$ cat src/rtl/bpa_pkg.sv
// Shared constants, types and helpers of the bitmap page allocator.
package bpa_pkg;

   localparam int MAX_WORDS = 1024;
   localparam int WORD_W    = 64;
   localparam int BIT_W     = 6;
   localparam int ADDR_W    = (MAX_WORDS > 1) ? $clog2(MAX_WORDS) : 1;
   localparam int CNT_W     = $clog2(MAX_WORDS + 1);
   localparam int BASE_W    = 24;
   localparam int WORDS_W   = 11;
   localparam int PAGE_W    = 32;
   localparam int CSR_W     = 32;
   localparam int PADDR_W   = 3;

   localparam logic [BASE_W-1:0]  BASE_RESET  = BASE_W'(2);
   localparam logic [WORDS_W-1:0] WORDS_RESET = WORDS_W'(1024);

   typedef enum logic [1:0] {
      STAT_OK      = 2'd0,
      STAT_NOMEM   = 2'd1,
      STAT_INVALID = 2'd2,
      STAT_DOUBLE  = 2'd3
   } bpa_status_type;

   typedef enum logic {
      CMD_ALLOC   = 1'b0,
      CMD_RELEASE = 1'b1
   } bpa_op_type;

   typedef enum logic [2:0] {
      S_CLEAR,
      S_IDLE,
      S_DECODE,
      S_ALLOC_CHK,
      S_REL_CHK,
      S_FINISH
   } bpa_state_type;

   typedef enum logic {
      CSR_BASE_PAGE    = 1'b0,
      CSR_WORDS_IN_USE = 1'b1
   } bpa_csr_type;

   // controller to datapath
   typedef struct packed {
      logic           load_req;
      logic           alloc_start;
      logic           rel_start;
      logic           scan_step;
      logic           clr_write;
      logic           alloc_write;
      logic           rel_write;
      logic           respond;
      bpa_status_type resp_status;
   } bpa_cmd_type;

   // datapath to controller
   typedef struct packed {
      logic is_release;
      logic no_words;
      logic rel_invalid;
      logic word_full;
      logic scan_last;
      logic bit_set;
      logic clr_last;
   } bpa_stat_type;

   function automatic logic [BIT_W-1:0] bpa_bit_index(input logic [WORD_W-1:0] onehot);
      logic [BIT_W-1:0] idx;
      idx = '0;
      for (int i = 0; i < WORD_W; i++) begin
         if (onehot[i]) begin
            idx = idx | BIT_W'(i);
         end
      end
      return idx;
   endfunction

endpackage

$ cat src/rtl/bpa_ctrl.sv
// Controller: clearing pass, request decode, bitmap scan and release sequencing.
module bpa_ctrl import bpa_pkg::*; (
   input  logic          clock,
   input  logic          reset,
   input  logic          start,
   output logic          busy,
   input  bpa_stat_type  stat,
   output bpa_cmd_type   cmd
);

   bpa_state_type state_ff;
   bpa_state_type state_in;

   always_ff @(posedge clock) begin
      if (reset) begin
         state_ff <= S_CLEAR;
      end else begin
         state_ff <= state_in;
      end
   end

   always_comb begin
      state_in        = state_ff;
      cmd             = '0;
      cmd.resp_status = STAT_OK;
      case (state_ff)
         S_CLEAR: begin
            cmd.clr_write = 1'b1;
            if (stat.clr_last) begin
               state_in = S_IDLE;
            end
         end
         S_IDLE: begin
            if (start) begin
               cmd.load_req = 1'b1;
               state_in     = S_DECODE;
            end
         end
         S_DECODE: begin
            if (!stat.is_release) begin
               if (stat.no_words) begin
                  cmd.respond     = 1'b1;
                  cmd.resp_status = STAT_NOMEM;
                  state_in        = S_IDLE;
               end else begin
                  cmd.alloc_start = 1'b1;
                  state_in        = S_ALLOC_CHK;
               end
            end else begin
               if (stat.rel_invalid) begin
                  cmd.respond     = 1'b1;
                  cmd.resp_status = STAT_INVALID;
                  state_in        = S_IDLE;
               end else begin
                  cmd.rel_start = 1'b1;
                  state_in      = S_REL_CHK;
               end
            end
         end
         S_ALLOC_CHK: begin
            if (!stat.word_full) begin
               cmd.alloc_write = 1'b1;
               state_in        = S_FINISH;
            end else if (stat.scan_last) begin
               cmd.respond     = 1'b1;
               cmd.resp_status = STAT_NOMEM;
               state_in        = S_IDLE;
            end else begin
               cmd.scan_step = 1'b1;
            end
         end
         S_REL_CHK: begin
            cmd.respond = 1'b1;
            if (stat.bit_set) begin
               cmd.rel_write   = 1'b1;
               cmd.resp_status = STAT_OK;
            end else begin
               cmd.resp_status = STAT_DOUBLE;
            end
            state_in = S_IDLE;
         end
         S_FINISH: begin
            cmd.respond     = 1'b1;
            cmd.resp_status = STAT_OK;
            state_in        = S_IDLE;
         end
         default: begin
            state_in = S_IDLE;
         end
      endcase
   end

   assign busy = (state_ff != S_IDLE);

   a_respond_ends_item: assert property (@(posedge clock) disable iff (reset)
      cmd.respond |=> state_ff == S_IDLE)
      else $error("response issued without returning to idle");

   a_single_writer: assert property (@(posedge clock) disable iff (reset)
      $onehot0({cmd.clr_write, cmd.alloc_write, cmd.rel_write}))
      else $error("conflicting bitmap writes");

endmodule

$ cat config.mk
export PLATFORM = sky130hd
export DESIGN_NAME = bpa_ctrl
export DESIGN_NICKNAME = d
export VERILOG_FILES = /design/src/rtl/bpa_pkg.sv /design/src/rtl/bpa_ctrl.sv
export SDC_FILE = /design/constraint.sdc
export NUM_CORES = 1
export LEC_CHECK = 0
export ABC_CLOCK_PERIOD_IN_PS = 3000
export BUFFER_PORTS_ARGS = -buffer_cell sky130_fd_sc_hd__buf_2
export CAP_MARGIN = 30
export CORE_AREA = 4 4 41 43
export DETAILED_ROUTE_END_ITERATION = 10
export DIE_AREA = 0 0 45 47
export SLEW_MARGIN = 30
export SYNTH_ARGS = -nofsm -noshare
export SYNTH_HDL_FRONTEND = slang
export SYNTH_SLANG_ARGS = --single-unit
$ cat constraint.sdc
create_clock -name clock -period 3 [get_ports clock]
set_input_delay 0.6 -clock clock [delete_from_list [all_inputs] [get_ports clock]]
set_output_delay 0.6 -clock clock [all_outputs]
set_load 0.01 [all_outputs]
==> results of run 1 <==
[layout make-up]
type	instances	area (sq um)	area share (%)
clock buffer	4	26.3	5.36
inverter	5	18.8	3.83
multi-input combinational	35	267	54.3
sequential	3	60.1	12.2
tap	15	18.8	3.83
timing repair buffer	20	100	20.4
[cells in the final DEF, fill, tap and decap left out, types with 2 or more instances in the layout]
cell type,synthesis,routed
a21oi_1,4,4
a41oi_1,2,2
buf_2,1,20
clkbuf_4,0,3
dfxtp_1,3,3
ha_1,2,2
inv_1,3,3
inv_2,2,2
nand2_1,4,4
nand2b_1,2,2
nand3b_1,2,2
nor2_1,2,2
nor3_1,3,3
nor3b_1,2,2
nor4b_1,2,2
[final timing paths]
| kind | from | end | slack (ps) | cells after the start |
|---|---|---|---|---|
| min reg2reg | state_ff[1]$_SDFFE_PP0P_ | state_ff[2]$_SDFFE_PP0P_ | 690 | 2 |
| max reg2reg | state_ff[0]$_SDFFE_PP0P_ | state_ff[1]$_SDFFE_PP0P_ | 1560 | 3 |
| max | state_ff[0]$_SDFFE_PP0P_ | cmd[0] | 780 | 4 |
| min | reset | state_ff[1]$_SDFFE_PP0P_ | 580 | 2 |
[routing by layer]
| metal | wire length [um] | share of wire (%) | GRT usage, % |
|---|---|---|---|
| met1 | 544 | 54 | 14.0 |
| met3 | 75 | 7.4 | 3.45 |
| met5 | 0 | 0 | 0 |
| met2 | 393 | 39 | 14.1 |
| met4 | 0 | 0 | 5.26 |
[worst max-delay path: cells and delay by family, from the launching register on]
kind	cells	cell delay [ps]
flip-flops	1	590
buffers and inverters	1	150
AND/OR/NAND/NOR	1	350
AO/OA/AOI/OAI	2	300
[power groups by stage]
stage	Sequential, uW	Combinational, uW	Clock, uW
2_1_floorplan	44.5	36.6	0
3_3_place_gp	51.5	45.4	0
3_5_place_dp	51.5	45.6	0
4_1_cts	50.9	45.9	74.7
5_1_grt	51.4	50.8	78.4
6_report	51.2	45.7	70.8
[through the flow]
stage	hold WS [ps]	total power [uW]	util, %	cells	setup slack [ps]
after floorplan	634	81.1	-	45	1220
after global placement	667	96.9	35.7	78	1030
after detailed placement	684	97.1	35.7	78	1030
after CTS	570	172	37.7	82	792
after global routing	581	181	37.7	82	667
final	578	168	37.7	82	784
[cells by family (layout without fill, tap and decap cells)]
| family | count (synthesis) | count (layout) | synth area share, % |
|---|---|---|---|
| compound gates | 11 | 11 | 23.9 |
| fa+ha+maj | 2 | 2 | 6.92 |
| buf+inv | 7 | 29 | 9.69 |
| flops | 3 | 3 | 16.6 |
| simple gates | 22 | 22 | 42.9 |
==> out/summary.txt, run 1 <==
Worst Setup End Kind = output pin
Switching Fraction = 31.8%
RSZ-0062 raised after global routing = no
Post-synth EDFFs = 0
Die W = 45 um
Reg with most FFs = state_ff
# DRC = 0
Clk Latency, worst-skew pair = 230 ps
min-delay worst type = input pin to flop
Startpoint Class = flop
Core Region = 1300 sq um
vias per cell = 5.01
count of pins over their slew limit = 0
largest net degree at the start of global routing = 13
Worst VDD drop = 0.000172 V
ordered list of cells on the worst path = nor2b_2 > a32oi_1 > a21oi_1 > buf_2
CTS Root Cell = clkbuf_4
Mapped Area = 362 sq um
combinational power share = 27.2%
CTS tree = built
largest stage delay on the critical path = 590 ps
post-DR wirelength/cell = 12.4 um
CTS clk-pin slew, worst paths = 40 ps
area leader, netlist = dfxtp_1
status = finished, final reports clean
chip height = 47 um
final hold vios = 0
TNS Setup = 0 ps
Max Freq = 451 MHz
Arr. time, crit path = 1620 ps
Largest regs = state_ff (3)
fraction of layout cells with a size suffix above 1 = 43.3%
Area growth syn-to-layout = 35.6%
n_diodes = 0
Pre-antenna DRT Iters = 4
most common flop cell mapped by yosys = dfxtp_1
Final period util = 73.9%
nets = 80
fin crit period = 2220 ps
Seq/Total Area, Yosys = 16.6%
maxcap violations = 0
Synth Instances = 45
Cell Pwr Density = 342 nW/um^2
Rel. slew slack = 70.2%
slowest cell on the critical path = dfxtp_1
CTS max path bufs = 2
Final Instance Area = 490 sq um
syn_nets = 57
syn avg cell area = 8.04 sq um
CP Max Fanout = 11
Static Leakage = 0.000216 uW
sequential power share = 30.5%
initial core utilization = 27.8%
Yosys cell types = 25
Synthesis Warnings = 0
fillers = 157
P_sw = 53.4 uW
vias in the first global route = 354
Tot GR Track Use = 10.3%
Worst Tran Pin Value = 446 ps
# resized after CTS = 0
total grt overflow = 0
Post-CTS Setup Inserts = 0
synthesized flop and latch total = 3
Post-DP Area = 464 sq um
kind of critical path = flop to output pin
Synth async-reset ratio = 0%
synth top area cells = dfxtp_1 17%, ha_1 6.9%, nor4b_4 6.6%, a21oi_1 5.5%, a41oi_1 4.8%
detailed-route via count = 411
Synth top cells by count = 4 x a21oi_1, 4 x nand2_1, 3 x dfxtp_1, 3 x inv_1, 3 x nor3_1
htree depth = 1
post-route ant nets = 0
clock network fraction of total power = 42.2%
Critical Path RT = 2400 ps
port bufs = 20
DR iter-0 viols = 8
Cell Rows = 13
gpl congestion = 0.750
Clock Skews = 4.91 ps
# hold bufs at CTS = 0
first-pass GRT wire length = 1.55 mm
die area = 2120 sq um
Pint = 114 uW
Yosys top cell area share = 16.6%
# setup viols final = 0
max FFs per register = 3
cts bufs inserted = 3
WL final = 1.01 mm
clk sinks = 3
Post-DP HPWL = 789 um
antenna violations before repair = 0
# IOs = 21
(Power assumes the default switching activity.)
==> run 2, diff against run 1 <==
--- a/config.mk
+++ b/config.mk
@@ -5,7 +5,7 @@
 export SDC_FILE = /design/constraint.sdc
 export NUM_CORES = 1
 export LEC_CHECK = 0
-export ABC_CLOCK_PERIOD_IN_PS = 3000
+export ABC_CLOCK_PERIOD_IN_PS = 2080
 export BUFFER_PORTS_ARGS = -buffer_cell sky130_fd_sc_hd__buf_2
 export CAP_MARGIN = 30
 export CORE_AREA = 4 4 41 43
==> constraint.sdc (replaced) <==
create_clock -name clock -period 2.08 [get_ports clock]
set_input_delay 0.416 -clock clock [delete_from_list [all_inputs] [get_ports clock]]
set_output_delay 0.416 -clock clock [all_outputs]
set_load 0.01 [all_outputs]
==> out/summary.txt, run 2 (synthesis gave the netlist of run 1 again) <==
Tot GR Track Use = 11.2% (+0.95 points)
initial core utilization = 27.8% (unchanged)
final hold vios = 0 (unchanged)
# setup viols final = 0 (unchanged)
TNS Setup = 0 ps (unchanged)
Worst Setup End Kind = output pin
max FFs per register = 3 (unchanged)
Final Instance Area = 505 sq um (+3.1%)
post-DR wirelength/cell = 12.0 um (-3.1%)
fillers = 152 (-3.2%)
Cell Rows = 13 (unchanged)
fin crit period = 1950 ps
WL final = 1.01 mm (-0.69%)
min-delay worst type = input pin to flop
area of the multi-input gates = 267 sq um (unchanged)
antenna violations before repair = 0 (unchanged)
commonest non-fill, non-tap cell in the layout = buf_2
clk sinks = 3 (unchanged)
Clk Latency, worst-skew pair = 240 ps (about the same)
Critical Path RT = 1660 ps (-740 ps)
nets = 82 (+2.5%)
CTS max path bufs = 2 (unchanged)
Largest regs = state_ff (3)
vias in the first global route = 401 (+13%)
Clock Skews = 2.57 ps (-2.34 ps)
Rel. slew slack = 74.2% (+3.9 points)
total grt overflow = 0 (unchanged)
vias per cell = 5.14 (+2.6%)
Post-DP HPWL = 809 um (+2.5%)
CP Max Fanout = 12 (+1)
Final period util = 94.0%
CTS tree = built
count of pins over their slew limit = 0 (unchanged)
die area = 2120 sq um (unchanged)
port bufs = 20 (unchanged)
Startpoint Class = flop
CTS clk-pin slew, worst paths = 40 ps (about the same)
post-route ant nets = 0 (unchanged)
Area growth syn-to-layout = 39.8%
cts bufs inserted = 3 (unchanged)
fraction of layout cells with a size suffix above 1 = 44.9% (+1.6 points)
gpl congestion = 0.792 (+5.6%)
WHS = 380 ps (-197 ps)
# resized after CTS = 0 (unchanged)
maxcap violations = 0 (unchanged)
Pre-antenna DRT Iters = 4 (unchanged)
largest net degree at the start of global routing = 13 (unchanged)
most frequent cells in the layout = 20 x buf_2, 4 x nand2_1, 4 x a21oi_1
Cell Pwr Density = 495 nW/um^2 (+45%)
Arr. time, crit path = 1540 ps (-80 ps)
Final Total Pwr = 250 uW (+49%)
Hold Crit Start = reset
Die W = 45 um (unchanged)
detailed-route via count = 432 (+5.1%)
sequential cell area = 60.1 sq um (unchanged)
Placed Cells = 80 (+2.6%)
first-pass GRT wire length = 1.69 mm (+8.9%)
Worst Tran Pin Value = 387 ps (-59.1 ps)
Worst R2R Start = state_ff[1]$_SDFFE_PP0P_
Post-CTS Setup Inserts = 0 (unchanged)
CP Launch Point = state_ff[1]$_SDFFE_PP0P_
CTS Root Cell = clkbuf_4
# hold bufs at CTS = 0 (unchanged)
FF-to-FF path depth = 3 (unchanged)
Static Leakage = 0.000226 uW (+4.7%)
status = finished, final reports clean
Worst VDD drop = 0.000208 V (+21%)
r2r setup slk = 790 ps (-770 ps)
fin cells = 84 (+2.4%)
Core Region = 1300 sq um (unchanged)
RSZ-0062 raised after global routing = no
last element of the critical path = cmd[1]
DR iter-0 viols = 12 (+4)
htree depth = 1 (unchanged)
Max Freq = 512 MHz
# IOs = 21 (unchanged)
R2R Path End = state_ff[1]$_SDFFE_PP0P_
kind of critical path = flop to output pin
# DRC = 0 (unchanged)
Post-DP Area = 479 sq um (+3.2%)
chip height = 47 um (unchanged)
Reg with most FFs = state_ff
n_diodes = 0 (unchanged)
run 2: layer usage:
layer  routed length (um)  GRT usage (%)  vias to the layer above
li1                     -              -                      214
met1                  497           14.5                      194
met2                  391           15.8                       22
met3                   91           1.53                        2
met4                   25           10.5                        0
met5                    0              0                        -
run 2: per-stage QoR:
stage               setup WS [ps]  util [%]
floorplan                     485         -
global placement              410      36.8
detailed placement            367      36.8
CTS                           115      38.8
global route                 21.5      38.8
finish                        126      38.8
run 2: worst min path at each step:
stage,to,slack (ps),cells past startpoint
finish,state_ff[1]$_SDFFE_PP0P_,380,2
global route,state_ff[1]$_SDFFE_PP0P_,380,2
CTS,state_ff[1]$_SDFFE_PP0P_,370,2
detailed placement,state_ff[1]$_SDFFE_PP0P_,620,2
global placement,state_ff[1]$_SDFFE_PP0P_,630,2
floorplan,state_ff[1]$_SDFFE_PP0P_,480,1
run 2: worst max-delay path, stage by stage (launching register included):
cell     delay, ps
dfxtp_1        540
inv_2          100
ha_1           340
nor3_1         160
buf_2          150
run 2: area by class of cell:
type / instances / share of cell area [%]
timing repair buffer: 22 / 22.8
sequential: 3 / 11.9
clock buffer: 4 / 5.20
tap: 15 / 3.71
multi-input combinational: 35 / 52.7
inverter: 5 / 3.71
run 2: power by group:
group / switching (uW) / internal, uW
Combinational: 37.9 / 36.9
Clock: 32.8 / 72.0
Sequential: 9.32 / 61.5
Total: 80.0 / 170
==> run 3, diff against run 2 <==
--- a/config.mk
+++ b/config.mk
@@ -6,7 +6,7 @@
 export NUM_CORES = 1
 export LEC_CHECK = 0
 export ABC_CLOCK_PERIOD_IN_PS = 2080
-export BUFFER_PORTS_ARGS = -buffer_cell sky130_fd_sc_hd__buf_2
+export BUFFER_PORTS_ARGS = -buffer_cell sky130_fd_sc_hd__buf_4
 export CAP_MARGIN = 30
 export CORE_AREA = 4 4 41 43
 export DETAILED_ROUTE_END_ITERATION = 10
==> out/summary.txt, run 3 (synthesis gave the netlist of run 1 again) <==
status = finished, final reports clean
Die W = 45 um (unchanged)
vias per cell = 5.05 (-1.9%)
Cell Pwr Density = 473 nW/um^2 (-4.6%)
Critical Path RT = 1660 ps (about the same)
RSZ-0062 raised after global routing = no
n_diodes = 0 (unchanged)
final hold vios = 0 (unchanged)
Worst Setup End Kind = output pin
# DRC = 0 (unchanged)
CP Max Fanout = 8 (-4)
gpl congestion = 0.798 (+0.72%)
WL final = 1.08 mm (+7.8%)
Clk Latency, worst-skew pair = 240 ps (about the same)
Largest regs = state_ff (3)
fin cells = 84 (unchanged)
Final Total Pwr = 263 uW (+5.1%)
# IOs = 21 (unchanged)
Static Leakage = 0.000236 uW (+4.4%)
fraction of layout cells with a size suffix above 1 = 46.4% (+1.4 points)
Final period util = 90.8% (-3.2 points)
total grt overflow = 0 (unchanged)
clk sinks = 3 (unchanged)
cts bufs inserted = 3 (unchanged)
Arr. time, crit path = 1470 ps (-70 ps)
Tot GR Track Use = 11.8% (+0.63 points)
Placed Cells = 80 (unchanged)
commonest non-fill, non-tap cell in the layout = buf_4
met1 Track Usage GR = 13.6% (-0.90 points)
largest net degree at the start of global routing = 13 (unchanged)
Post-CTS Setup Inserts = 0 (unchanged)
fin crit period = 1890 ps (-65.8 ps)
# resized after CTS = 0 (unchanged)
Worst Tran Pin Value = 368 ps (-19.0 ps)
initial core utilization = 27.8% (unchanged)
chip height = 47 um (unchanged)
Cell Rows = 13 (unchanged)
Worst VDD drop = 0.000202 V (-3.1%)
CTS clk-pin slew, worst paths = 40 ps (about the same)
Rel. slew slack = 75.5% (+1.3 points)
CTS Root Cell = clkbuf_4
vias in the first global route = 412 (+2.7%)
Final Instance Area = 557 sq um (+10%)
# setup viols final = 0 (unchanged)
Most Used Layer, Global Route = met2
final core occ = 42.8% (+3.9 points)
antenna violations before repair = 0 (unchanged)
DR iter-0 viols = 5 (-7)
detailed-route via count = 424 (-1.9%)
Max Freq = 530 MHz (+3.5%)
htree depth = 1 (unchanged)
post-route ant nets = 0 (unchanged)
Reg with most FFs = state_ff
fillers = 149 (-2.0%)
port bufs = 20 (unchanged)
met3 GRT Util = 3.07% (+1.5 points)
Post-DP Area = 529 sq um (+10%)
CTS max path bufs = 2 (unchanged)
max FFs per register = 3 (unchanged)
Core Region = 1300 sq um (unchanged)
first-pass GRT wire length = 1.76 mm (+4.1%)
met2 usage = 18.1% (+2.3 points)
count of pins over their slew limit = 0 (unchanged)
nets = 82 (unchanged)
TNS Setup = 0 ps (unchanged)
most frequent cells in the layout = 22 x buf_4, 4 x nand2_1, 4 x a21oi_1
maxcap violations = 0 (unchanged)
die area = 2120 sq um (unchanged)
Startpoint Class = flop
# hold bufs at CTS = 0 (unchanged)
Clock Skews = 4.39 ps (+1.82 ps)
min-delay worst type = input pin to flop
kind of critical path = flop to output pin
Area growth syn-to-layout = 54.0%
Pre-antenna DRT Iters = 4 (unchanged)
post-DR wirelength/cell = 12.9 um (+7.8%)
CTS tree = built
Post-DP HPWL = 861 um (+6.4%)
run 3: cell counts in the layout (fill, tap and decap cells not counted):
Identical to the previous run, type by type.
run 3: worst max-delay path: stages, from the launching register on:
cell	delay, ps
dfxtp_1	530
nor3b_1	290
a41oi_1	70
nor3_1	180
buf_4	160
run 3: path summary, 6_finish.rpt:
kind	from	endpoint	slack [ps]	cells past startpoint
setup / recovery	state_ff[2]$_SDFFE_PP0P_	cmd[1]	190	4
hold / removal	reset	state_ff[1]$_SDFFE_PP0P_	340	2
setup reg to reg	state_ff[0]$_SDFFE_PP0P_	state_ff[1]$_SDFFE_PP0P_	790	4
hold reg to reg	state_ff[1]$_SDFFE_PP0P_	state_ff[2]$_SDFFE_PP0P_	590	2
run 3: final cells by class:
| cell class | instances | area [sq um] | area share (%) |
|---|---|---|---|
| Multi-Input combinational cell | 35 | 267 | 47.9 |
| Clock buffer | 4 | 26.3 | 4.72 |
| Inverter | 5 | 18.8 | 3.37 |
| Tap cell | 15 | 18.8 | 3.37 |
| Timing Repair Buffer | 22 | 165 | 29.7 |
| Sequential cell | 3 | 61.3 | 11.0 |
run 3: metal layers:
metal  up-vias  share of wire (%)
met5         -                  0
met4         0                2.3
met3         2                 12
met2        27                 42
met1       180                 44
li1        215                  -
run 3: power by group:
group / internal (uW) / total, uW / switching, uW / leakage, uW
sequential: 61.7 / 70.7 / 8.93 / 0.0000250
clock: 72.2 / 107 / 35.1 / 0.0000150
combinational: 45.8 / 85.2 / 39.4 / 0.000196
run 3: per-stage QoR:
stage | setup WS [ps] | hold WS [ps]
after global placement | 388 | 606
after detailed placement | 331 | 601
after CTS | 61.3 | 344
final | 191 | 341
after floorplan | 485 | 484
after global routing | 43.8 | 340
